<file path="src/rtl/wsd_pkg.sv">
// Package of the WebSocket frame deframer: widths, constants and the result type.
// No dependencies; imported by every RTL module of the block but the input register.
package wsd_pkg;

    localparam int LEN_W = 63;

    localparam logic [6:0] LEN_CODE_EXT16 = 7'd126;
    localparam logic [6:0] LEN_CODE_EXT64 = 7'd127;

    typedef struct packed {
        logic             is_header;
        logic             fin;
        logic [3:0]       opcode;
        logic             masked;
        logic [LEN_W-1:0] body_length;
        logic [7:0]       out_byte;
        logic             last;
    } res_t;

endpackage

</file>
<file path="src/rtl/wsd_intf.sv">
// Channel interfaces of the deframer: received bytes in, frame results out.
// Depends on wsd_pkg for the length width.
interface wsd_in_if;
    logic       valid;
    logic       ready;
    logic [7:0] data_byte;

    modport source (output valid, output data_byte, input ready);
    modport sink (input valid, input data_byte, output ready);
endinterface

interface wsd_out_if;
    logic                        valid;
    logic                        ready;
    logic                        is_header;
    logic                        fin;
    logic [3:0]                  opcode;
    logic                        masked;
    logic [wsd_pkg::LEN_W-1:0]   body_length;
    logic [7:0]                  out_byte;
    logic                        last;

    modport source (output valid, output is_header, output fin, output opcode,
                    output masked, output body_length, output out_byte,
                    output last, input ready);
    modport sink (input valid, input is_header, input fin, input opcode,
                  input masked, input body_length, input out_byte,
                  input last, output ready);
    modport monitor (input valid, input ready, input is_header, input fin,
                     input opcode, input masked, input body_length,
                     input out_byte, input last);
endinterface

</file>
<file path="src/rtl/websocket_frame_deframer_core.sv">
// Top level of the WebSocket frame deframer: input register, parser, result register.
// Depends on wsd_pkg, wsd_intf, wsd_in_stage, wsd_parser and wsd_out_stage.
//
//   Channel     Direction  Request
//   byte_ch     in         one received byte of the frame stream
//   result_ch   out        one header result or one unmasked payload byte
//
// One byte is accepted per cycle while result_ch does not stall; a result passes the input and result registers.
// The parser steps only when the result register can take its output, which sets the rate.
// Reset clears the parser state and both valid flags; the next byte starts a frame.
// A stall on result_ch backs up through the input register to byte_ch.ready.
module websocket_frame_deframer_core (
    input  logic      clk,
    input  logic      rst_n,
    wsd_in_if.sink    byte_ch,
    wsd_out_if.source result_ch
);
    import wsd_pkg::*;

    logic       byte_valid;
    logic [7:0] byte_data;
    logic       step;
    logic       res_valid;
    logic       load_ready;
    res_t       res;

    assign step = byte_valid && load_ready;

    wsd_in_stage u_in (
        .clk        (clk),
        .rst_n      (rst_n),
        .byte_ch    (byte_ch),
        .take       (step),
        .byte_valid (byte_valid),
        .byte_data  (byte_data)
    );

    wsd_parser u_parser (
        .clk       (clk),
        .rst_n     (rst_n),
        .step      (step),
        .data_byte (byte_data),
        .res_valid (res_valid),
        .res       (res)
    );

    wsd_out_stage u_out (
        .clk        (clk),
        .rst_n      (rst_n),
        .load_valid (res_valid),
        .load_res   (res),
        .load_ready (load_ready),
        .result_ch  (result_ch)
    );
endmodule

</file>
<file path="src/rtl/wsd_in_stage.sv">
// Input register of the deframer: holds one received byte until the parser takes it.
// Depends on wsd_in_if.
module wsd_in_stage (
    input  logic     clk,
    input  logic     rst_n,
    wsd_in_if.sink   byte_ch,
    input  logic     take,
    output logic     byte_valid,
    output logic [7:0] byte_data
);
    logic       valid_reg;
    logic       valid_next;
    logic [7:0] data_reg;

    assign byte_ch.ready = !valid_reg || take;
    assign byte_valid    = valid_reg;
    assign byte_data     = data_reg;

    always_comb
    begin
        valid_next = valid_reg;
        if (byte_ch.ready)
        begin
            valid_next = byte_ch.valid;
        end
    end

    always_ff @(posedge clk or negedge rst_n)
    begin
        if (!rst_n)
        begin
            valid_reg <= 1'b0;
        end
        else
        begin
            valid_reg <= valid_next;
        end
    end

    always_ff @(posedge clk)
    begin
        if (byte_ch.ready && byte_ch.valid)
        begin
            data_reg <= byte_ch.data_byte;
        end
    end
endmodule

</file>
<file path="src/rtl/wsd_parser.sv">
// Frame header parser and payload unmasking, one byte per step.
// Depends on wsd_pkg.
module wsd_parser (
    input  logic          clk,
    input  logic          rst_n,
    input  logic          step,
    input  logic [7:0]    data_byte,
    output logic          res_valid,
    output wsd_pkg::res_t res
);
    import wsd_pkg::*;

    localparam logic [2:0] PH_BYTE0   = 3'd0;
    localparam logic [2:0] PH_BYTE1   = 3'd1;
    localparam logic [2:0] PH_EXT16   = 3'd2;
    localparam logic [2:0] PH_EXT64   = 3'd3;
    localparam logic [2:0] PH_KEY     = 3'd4;
    localparam logic [2:0] PH_PAYLOAD = 3'd5;

    logic [2:0]       phase_reg, phase_next;
    logic [2:0]       hdr_cnt_reg, hdr_cnt_next;
    logic             fin_reg, fin_next;
    logic [3:0]       opcode_reg, opcode_next;
    logic             mask_reg, mask_next;
    logic [LEN_W-1:0] len_reg, len_next;
    logic [31:0]      key_reg, key_next;
    logic [1:0]       key_idx_reg, key_idx_next;
    logic [LEN_W-1:0] remain_reg, remain_next;

    logic       emit;
    logic       hdr;
    logic       lst;
    logic       after_len;
    logic       finish;
    logic [7:0] key_byte;
    logic [7:0] obyte;

    always_comb
    begin
        case (key_idx_reg)
            2'd0:    key_byte = key_reg[31:24];
            2'd1:    key_byte = key_reg[23:16];
            2'd2:    key_byte = key_reg[15:8];
            default: key_byte = key_reg[7:0];
        endcase
    end

    always_comb
    begin
        phase_next   = phase_reg;
        hdr_cnt_next = hdr_cnt_reg;
        fin_next     = fin_reg;
        opcode_next  = opcode_reg;
        mask_next    = mask_reg;
        len_next     = len_reg;
        key_next     = key_reg;
        key_idx_next = key_idx_reg;
        remain_next  = remain_reg;
        emit         = 1'b0;
        hdr          = 1'b0;
        lst          = 1'b0;
        obyte        = 8'd0;
        after_len    = 1'b0;
        finish       = 1'b0;

        unique case (phase_reg)
            PH_BYTE0:
            begin
                fin_next    = data_byte[7];
                opcode_next = data_byte[3:0];
                phase_next  = PH_BYTE1;
            end
            PH_BYTE1:
            begin
                mask_next    = data_byte[7];
                key_next     = 32'd0;
                hdr_cnt_next = 3'd0;
                if (data_byte[6:0] == LEN_CODE_EXT16)
                begin
                    len_next   = '0;
                    phase_next = PH_EXT16;
                end
                else if (data_byte[6:0] == LEN_CODE_EXT64)
                begin
                    len_next   = '0;
                    phase_next = PH_EXT64;
                end
                else
                begin
                    len_next  = {{(LEN_W-7){1'b0}}, data_byte[6:0]};
                    after_len = 1'b1;
                end
            end
            PH_EXT16:
            begin
                len_next     = {{(LEN_W-16){1'b0}}, len_reg[7:0], data_byte};
                hdr_cnt_next = hdr_cnt_reg + 3'd1;
                after_len    = (hdr_cnt_reg == 3'd1);
            end
            PH_EXT64:
            begin
                len_next     = {len_reg[LEN_W-9:0], data_byte};
                hdr_cnt_next = hdr_cnt_reg + 3'd1;
                after_len    = (hdr_cnt_reg == 3'd7);
            end
            PH_KEY:
            begin
                key_next     = {key_reg[23:0], data_byte};
                hdr_cnt_next = hdr_cnt_reg + 3'd1;
                finish       = (hdr_cnt_reg == 3'd3);
            end
            PH_PAYLOAD:
            begin
                emit         = 1'b1;
                obyte        = data_byte ^ key_byte;
                lst          = (remain_reg[LEN_W-1:1] == '0);
                key_idx_next = key_idx_reg + 2'd1;
                if (lst)
                begin
                    remain_next = '0;
                    phase_next  = PH_BYTE0;
                end
                else
                begin
                    remain_next = remain_reg - {{(LEN_W-1){1'b0}}, 1'b1};
                end
            end
            default:
            begin
                phase_next = PH_BYTE0;
            end
        endcase

        if (after_len)
        begin
            hdr_cnt_next = 3'd0;
            if (mask_next)
            begin
                phase_next = PH_KEY;
            end
            else
            begin
                finish = 1'b1;
            end
        end

        if (finish)
        begin
            hdr_cnt_next = 3'd0;
            key_idx_next = 2'd0;
            remain_next  = len_next;
            emit         = 1'b1;
            hdr          = 1'b1;
            lst          = (len_next == '0);
            phase_next   = lst ? PH_BYTE0 : PH_PAYLOAD;
        end
    end

    assign res_valid       = step && emit;
    assign res.is_header   = hdr;
    assign res.fin         = fin_next;
    assign res.opcode      = opcode_next;
    assign res.masked      = mask_next;
    assign res.body_length = len_next;
    assign res.out_byte    = obyte;
    assign res.last        = lst;

    always_ff @(posedge clk or negedge rst_n)
    begin
        if (!rst_n)
        begin
            phase_reg   <= PH_BYTE0;
            hdr_cnt_reg <= 3'd0;
            fin_reg     <= 1'b0;
            opcode_reg  <= 4'd0;
            mask_reg    <= 1'b0;
            len_reg     <= '0;
            key_reg     <= 32'd0;
            key_idx_reg <= 2'd0;
            remain_reg  <= '0;
        end
        else if (step)
        begin
            phase_reg   <= phase_next;
            hdr_cnt_reg <= hdr_cnt_next;
            fin_reg     <= fin_next;
            opcode_reg  <= opcode_next;
            mask_reg    <= mask_next;
            len_reg     <= len_next;
            key_reg     <= key_next;
            key_idx_reg <= key_idx_next;
            remain_reg  <= remain_next;
        end
    end
endmodule

</file>
<file path="src/rtl/wsd_out_stage.sv">
// Result register of the deframer: holds one result until the sink takes it.
// Depends on wsd_pkg and wsd_out_if.
module wsd_out_stage (
    input  logic          clk,
    input  logic          rst_n,
    input  logic          load_valid,
    input  wsd_pkg::res_t load_res,
    output logic          load_ready,
    wsd_out_if.source     result_ch
);
    import wsd_pkg::*;

    logic valid_reg;
    logic valid_next;
    res_t res_reg;

    assign load_ready = !valid_reg || result_ch.ready;

    always_comb
    begin
        valid_next = valid_reg;
        if (load_ready)
        begin
            valid_next = load_valid;
        end
    end

    always_ff @(posedge clk or negedge rst_n)
    begin
        if (!rst_n)
        begin
            valid_reg <= 1'b0;
        end
        else
        begin
            valid_reg <= valid_next;
        end
    end

    always_ff @(posedge clk)
    begin
        if (load_ready && load_valid)
        begin
            res_reg <= load_res;
        end
    end

    assign result_ch.valid       = valid_reg;
    assign result_ch.is_header   = res_reg.is_header;
    assign result_ch.fin         = res_reg.fin;
    assign result_ch.opcode      = res_reg.opcode;
    assign result_ch.masked      = res_reg.masked;
    assign result_ch.body_length = res_reg.body_length;
    assign result_ch.out_byte    = res_reg.out_byte;
    assign result_ch.last        = res_reg.last;
endmodule

</file>
<file path="src/flat_wrapper.sv">
// flat-port wrapper written by rule: the top's interface ports become plain ports
module websocket_frame_deframer_core_flat import wsd_pkg::*;
  (clk, rst_n, byte_ch_valid, byte_ch_data_byte, byte_ch_ready, result_ch_valid, result_ch_is_header, result_ch_fin, result_ch_opcode, result_ch_masked, result_ch_body_length, result_ch_out_byte, result_ch_last, result_ch_ready);
  wsd_in_if byte_ch_i ();
  wsd_out_if result_ch_i ();
  input  logic clk;
  input  logic rst_n;
  input wire logic [$bits(byte_ch_i.valid)-1:0] byte_ch_valid;
  input wire logic [$bits(byte_ch_i.data_byte)-1:0] byte_ch_data_byte;
  output wire logic [$bits(byte_ch_i.ready)-1:0] byte_ch_ready;
  output wire logic [$bits(result_ch_i.valid)-1:0] result_ch_valid;
  output wire logic [$bits(result_ch_i.is_header)-1:0] result_ch_is_header;
  output wire logic [$bits(result_ch_i.fin)-1:0] result_ch_fin;
  output wire logic [$bits(result_ch_i.opcode)-1:0] result_ch_opcode;
  output wire logic [$bits(result_ch_i.masked)-1:0] result_ch_masked;
  output wire logic [$bits(result_ch_i.body_length)-1:0] result_ch_body_length;
  output wire logic [$bits(result_ch_i.out_byte)-1:0] result_ch_out_byte;
  output wire logic [$bits(result_ch_i.last)-1:0] result_ch_last;
  input wire logic [$bits(result_ch_i.ready)-1:0] result_ch_ready;
  assign byte_ch_i.valid = byte_ch_valid;
  assign byte_ch_i.data_byte = byte_ch_data_byte;
  assign byte_ch_ready = byte_ch_i.ready;
  assign result_ch_valid = result_ch_i.valid;
  assign result_ch_is_header = result_ch_i.is_header;
  assign result_ch_fin = result_ch_i.fin;
  assign result_ch_opcode = result_ch_i.opcode;
  assign result_ch_masked = result_ch_i.masked;
  assign result_ch_body_length = result_ch_i.body_length;
  assign result_ch_out_byte = result_ch_i.out_byte;
  assign result_ch_last = result_ch_i.last;
  assign result_ch_i.ready = result_ch_ready;
  websocket_frame_deframer_core u_core (.clk(clk), .rst_n(rst_n), .byte_ch(byte_ch_i), .result_ch(result_ch_i));
endmodule
</file>
<file path="config.mk">
export PLATFORM = sky130hd
export DESIGN_NAME = websocket_frame_deframer_core_flat
export DESIGN_NICKNAME = d
export VERILOG_FILES = /design/src/rtl/wsd_pkg.sv /design/src/rtl/wsd_intf.sv /design/src/rtl/websocket_frame_deframer_core.sv /design/src/rtl/wsd_in_stage.sv /design/src/rtl/wsd_parser.sv /design/src/rtl/wsd_out_stage.sv /design/src/flat_wrapper.sv
export SDC_FILE = /design/constraint.sdc
export NUM_CORES = 1
export LEC_CHECK = 0
export BUFFER_PORTS_ARGS = -buffer_cell sky130_fd_sc_hd__buf_2
export CORE_UTILIZATION = 60
export CTS_CLUSTER_DIAMETER = 50
export DETAILED_ROUTE_END_ITERATION = 12
export PLACE_DENSITY = 0.8
export SKIP_CTS_REPAIR_TIMING = 1
export SYNTH_ARGS = -nofsm -noshare
export SYNTH_HDL_FRONTEND = slang
export SYNTH_SLANG_ARGS = --single-unit
</file>
<file path="constraint.sdc">
create_clock -name clk -period 5.7 [get_ports clk]
set_input_delay 0.285 -clock clk [delete_from_list [all_inputs] [get_ports clk]]
set_output_delay 0.285 -clock clk [all_outputs]
set_load 0.02 [all_outputs]
</file>
Word level (Yosys, flattened, before mapping)
Index checks and enable logic that the tools add are counted.
- add/subtract/negate cells: 3
- equal/unequal tests: 12
- mux-type cells: 35
- bitwise operators: 1
- reduce and logical (&&, ||, !) cells: 19
- operators with widths (cell ; number):
    63-bit two-way mux ; 3
    63-bit one-hot mux with 3 select lines ; 1
    32-bit one-hot mux with 2 select lines ; 1
    63-bit zero test ; 1
    63-bit by 1-bit subtractor with 63-bit output (second input constant) ; 1
    62-bit zero test ; 1
    3-bit two-way mux ; 9
    8-bit one-hot mux with 3 select lines ; 1
    7-bit == test (second input constant) ; 2
    7-bit two-way mux ; 2
    1-bit two-way mux ; 12
    3-bit one-hot mux with 4 select lines ; 1
    3-bit by 2-bit == test with 1-bit output (second input constant) ; 3
    3-bit == test (second input constant) ; 3
    8-bit XOR ; 1
    3-bit by 1-bit == test with 1-bit output (second input constant) ; 2
    3-bit one-hot mux with 2 select lines ; 1
    2-bit AND reduction ; 3
    1-bit logical AND ; 4
    2-bit two-way mux ; 2
    4-bit two-way mux ; 1
    2-bit nonzero test ; 2
    4-bit nonzero test ; 1
    3-bit by 1-bit adder with 3-bit output (second input constant) ; 1
    9 further kinds ; 11
- bits in registers: 261
- input bits: 12
- output and inout port bits: 81

Logic depth before layout (Yosys ltp)
- depth in word-level cells: 8
- gate-level depth with buffers: 10

Modules after synthesis
Synthesis repeated with hierarchy kept, for this count alone.
- cells, all modules: 1230
- area total of the unflattened synthesis: 12543.3 µm²
- by module, submodules not included (module ; instances ; cells an instance ; area each (µm²) ; sequential area each (µm²)):
    wsd_parser ; 1 ; 1134 ; 9816.9 ; 4304.1
    wsd_out_stage ; 1 ; 83 ; 2426.1 ; 2397.3
    wsd_in_stage ; 1 ; 12 ; 294.0 ; 265.3
    websocket_frame_deframer_core ; 1 ; 1 ; 6.3 ; 0.0

Least setup slack after synthesis
Ideal clock, no wire load.
- path kind: reg-to-reg
- from: register u_core.u_parser.phase_reg[0]
- to: register u_core.u_parser.remain_reg[58]
- setup time: 90 ps
- arrival: 4670 ps
- data required time: 5610 ps
- setup slack: 940 ps
- stages on the path, launching flop included: 9
- buffers on the path: 2
- path through: dfrtp_1 > or3_1 > a2111oi_0 > o41ai_1 > inv_1 > clkbuf_1 > clkbuf_1 > nand4_1 > o211ai_1
- longest elaborated chain between the ends: 6
- elaborated cells on any way between the ends: 14
- classes of those cells: 5 x eq/ne; 7 x mux; 2 x reduce/logical
- RTL lines (element ; RTL line ; text):
    start: declaration ; wsd_parser.sv:20 ; logic [2:0] phase_reg, phase_next;
    start signal: assignment ; wsd_parser.sv:184 ; phase_reg <= phase_next;
    3-bit == test or 3-bit by 1-bit == test with 1-bit output (tied branches) ; wsd_parser.sv:66 ; unique case (phase_reg)
    1-bit two-way mux ; wsd_parser.sv:66 ;
    1-bit two-way mux ; wsd_parser.sv:137 ; if (mask_next)
    1-bit two-way mux ; wsd_parser.sv:134 ; if (after_len)
    2-bit nonzero test (no source line) ; n/a ;
    2-bit AND reduction (no source line) ; n/a ;
    end signal: assignment ; wsd_parser.sv:192 ; remain_reg <= remain_next;
    end: declaration ; wsd_parser.sv:28 ; logic [LEN_W-1:0] remain_reg, remain_next;
Parallel ways exist; a longest one is shown, timed or not.
A chain may end at the register's enable or synchronous reset.

Worst setup path in the final report
- from: register u_core.u_parser.remain_reg[18]
- to: register u_core.u_parser.remain_reg[31]
- longest elaborated chain between the ends: 4
- elaborated cells on any way between the ends: 5
- classes of those cells: 1 x add/sub; 3 x mux; 1 x reduce/logical
- RTL lines (element ; RTL line ; text):
    63-bit by 1-bit subtractor with 63-bit output or 62-bit zero test (tied branches) ; wsd_parser.sv:125, wsd_parser.sv:116 ;
    63-bit two-way mux (*) ; wsd_parser.sv:118 ; if (lst)
    63-bit two-way mux (*) ; wsd_parser.sv:66 ;
    63-bit two-way mux (*) ; wsd_parser.sv:147 ; if (finish)
Mark *: on every way between the ends. The rest lies on a longest branch, timed or not. The select of a mux whose other input is x is not followed.

==> flow_summary.yaml <==
critical_path:
  crit_family: "simple AND/OR/NAND/NOR gates"
  worstSetupPathType: "reg -> reg"
  crit_path_frequent_cell: "or4_4"
  r2r-end: "u_core.u_parser.remain_reg[31]"
  cp.required_ps: 6120
  startpoint_type: "flop"
  cpPeakStageDelay_ps: 700
  cp_max_fo: 46
  r2r_setup_slack_ps: 1630
  reg2reg_depth: 7
  crit_chain: "or4_4 -> or4_1 -> or4_4 -> o21ai_4 -> buf_4 -> o21ai_0 -> a221o_1"
  crit_arrival_ps: 4500
  r2r_start: "u_core.u_parser.remain_reg[18]"
  end_kind: "flop"
  slowest_stage: "o21ai_4"
  cp_num_buf_inv: 1
routing:
  wl_per_cell_um: 22.5
  detail_route.drc_violations: 0
  dr.pass1.iters: 6
  drt_wl_total_mm: 34.3
  vias_per_cell: 6.70
  vias: 10200
  antenna_left: 0
  drtIter0Drc: 1502
clock_network:
  htree_levels: 1
  clk_latency_ps: 540
  cts.reportedPaths.clkPinSlew_ps: 60
  clkSinkCount: 261
  numCtsBuffers: 29
  cts_root_buf: "clkbuf_16"
  cts_buffer_depth: 3
  cts_tree: "done"
timing:
  hold_violations: 0
  relSlewSlack: 0.167
  tightest_slew_ps: 1250
  fmax_mhz: 245
  period_share: 0.715
  layout_setup_ws_ps: 1630
  timing.setup.tns_ps: 0
  setup_viol: 0
  drv_slew: 0
  rsz0062_at_grt: "no"
  final.setup_skew_ps: 9.67
  fin_crit_ps: 4070
global_route:
  grt.total_usage: 0.322
  overflow: 0
  antenna_found_initial: 0
  grt_max_degree: 93
  grt_pass1_wl_mm: 53.2
  grt_pass1_vias: 9376
power_and_ir_drop:
  finalPower_w: 0.00645
  switching_share: 0.377
  power.density_nw_per_um2: 465
  pwr-share-seq: 0.422
  p_int_w: 0.00402
  p_leak_nw: 6.07
  switchingPower_w: 0.00243
  combPwrFrac: 0.299
  ir_drop_mv: 0.327
  p_clk_frac: 0.279
die:
  core_um2: 19800
  die_y_um: 145
  fp.dieW_um: 145
  pin_count: 93
  num_rows: 51
  dieArea_um2: 21000
  initial_core_util: 0.620
cells_and_area:
  final_common_cell: "dfrtp_1"
  final_cell_area_um2: 13900
  final_cell_mix: "dfrtp_1, nand2_1, o21ai_0"
  diodes: 0
  drive_above_1_share: 0.140
  syn_to_final_growth_pct: 13.0
  fin_nets: 1257
  fillers: 1461
  final_util: 0.701
synthesis:
  ys_ff_latch: 261
  synth_edf_count: 87
  seq_area_frac_synth: 0.568
  synth_cell_type_count: 64
  async_reset_ff_frac: 0.667
  synth_area_um2: 12300
  syn_avg_cell_area_um2: 10.4
  synth-main-ff-cell: "dfrtp_1"
  yosys_warnings: 0
  syn_nets: 1197
  syn_inst: 1178
worst_hold_path:
  hold_start: "result_ch_ready"
  hold_depth: 3
  hp-class: "in -> reg"
  holdPathEnd: "u_core.u_in.byte_valid"
placement:
  place_hpwl_mm: 22.2
  placed_area_um2: 12900
  pre_cts_slack_ps: 1730
  io_buffers: 92
  place.gp.congestion: 0.949
flow_run:
  maxCapViolations: 0
outcome:
  status: "finished, final reports clean"
==> power groups by stage <==
stage / Sequential, W / Combinational, W / Clock [W]
after floorplan: 0.00292 / 0.00113 / 0
after global placement: 0.00272 / 0.00186 / 0
after detailed placement: 0.00274 / 0.00189 / 0
after CTS: 0.00271 / 0.00190 / 0.00181
after global routing: 0.00277 / 0.00207 / 0.00190
final: 0.00272 / 0.00193 / 0.00180
==> cells by family after synthesis <==
family          Yosys count  synth area share
mux                       9           0.00806
fa+ha+maj                 7           0.00714
compound gates          342             0.204
flops                   261             0.568
buf+inv                 147            0.0463
simple gates            404             0.161
xor+xnor                  8           0.00571
==> final cells by class <==
cell class | count | area [um^2] | share of cell area
flip-flops and latches | 261 | 6970 | 0.502
multi-input cells | 770 | 4770 | 0.344
clock buffers | 36 | 772 | 0.0557
repair buffers | 114 | 657 | 0.0474
well taps | 265 | 332 | 0.0239
inverters | 62 | 235 | 0.0170
clock inverters | 17 | 138 | 0.00992
==> worst max path at each step <==
stage / startpoint / end / slack (ps) / cells past startpoint
6_report: u_core.u_parser.remain_reg[18] / u_core.u_parser.remain_reg[31] / 1630 / 7
5_1_grt: u_core.u_parser.remain_reg[18] / u_core.u_parser.remain_reg[25] / 1500 / 7
4_1_cts: u_core.u_parser.remain_reg[18] / u_core.u_parser.remain_reg[31] / 1730 / 7
3_3_place_gp: u_core.u_parser.remain_reg[18] / u_core.u_parser.remain_reg[31] / 1810 / 7
3_5_place_dp: u_core.u_parser.remain_reg[18] / u_core.u_parser.remain_reg[25] / 1730 / 7
2_1_floorplan: u_core.u_parser.phase_reg[0] / u_core.u_parser.remain_reg[58] / 940 / 8
==> Yosys cell counts, drive strengths merged, types with 8 or more instances <==
library cell	instances	area (um^2)
nor4	35	225
or3	22	138
a222oi	8	80.1
a221o	22	220
nand3	20	100
nand4	10	62.6
nand2b	8	50.1
o32a	8	80.1
a22o	65	569
a21oi	15	75.1
a22oi	48	360
o21ai	101	517
nor3	34	170
o22ai	11	68.8
nor2	58	218
or4	17	139
clkbuf	63	236
nand2	166	623
xnor2	8	70.1
edfxtp	87	2610
nor2b	8	50.1
o32ai	9	78.8
inv	62	233
buf	22	98.8
dfrtp	174	4350
o41ai	9	78.8
==> through the flow <==
step	std cells	hold WS, ps
2_1_floorplan	1178	-10.6
3_3_place_gp	1462	440
3_5_place_dp	1462	437
4_1_cts	1515	-132
5_1_grt	1525	113
6_report	1525	94.3
==> routing by layer <==
layer / up-vias / GRT usage / wire length (um)
met2: 610 / 0.475 / 15600
met3: 72 / 0.0836 / 3970
li1: 4554 / - / -
met1: 4986 / 0.475 / 13900
met5: - / 0 / 0
met4: 0 / 0.0814 / 766
==> worst register-to-register path: stages, from the launching register on <==
cell     delay (ps)
dfrtp_1         440
or4_4           600
or4_1           550
or4_4           590
o21ai_4         700
buf_4           550
o21ai_0         180
a221o_1         340
No activity file was read; power rests on OpenSTA's default activity.
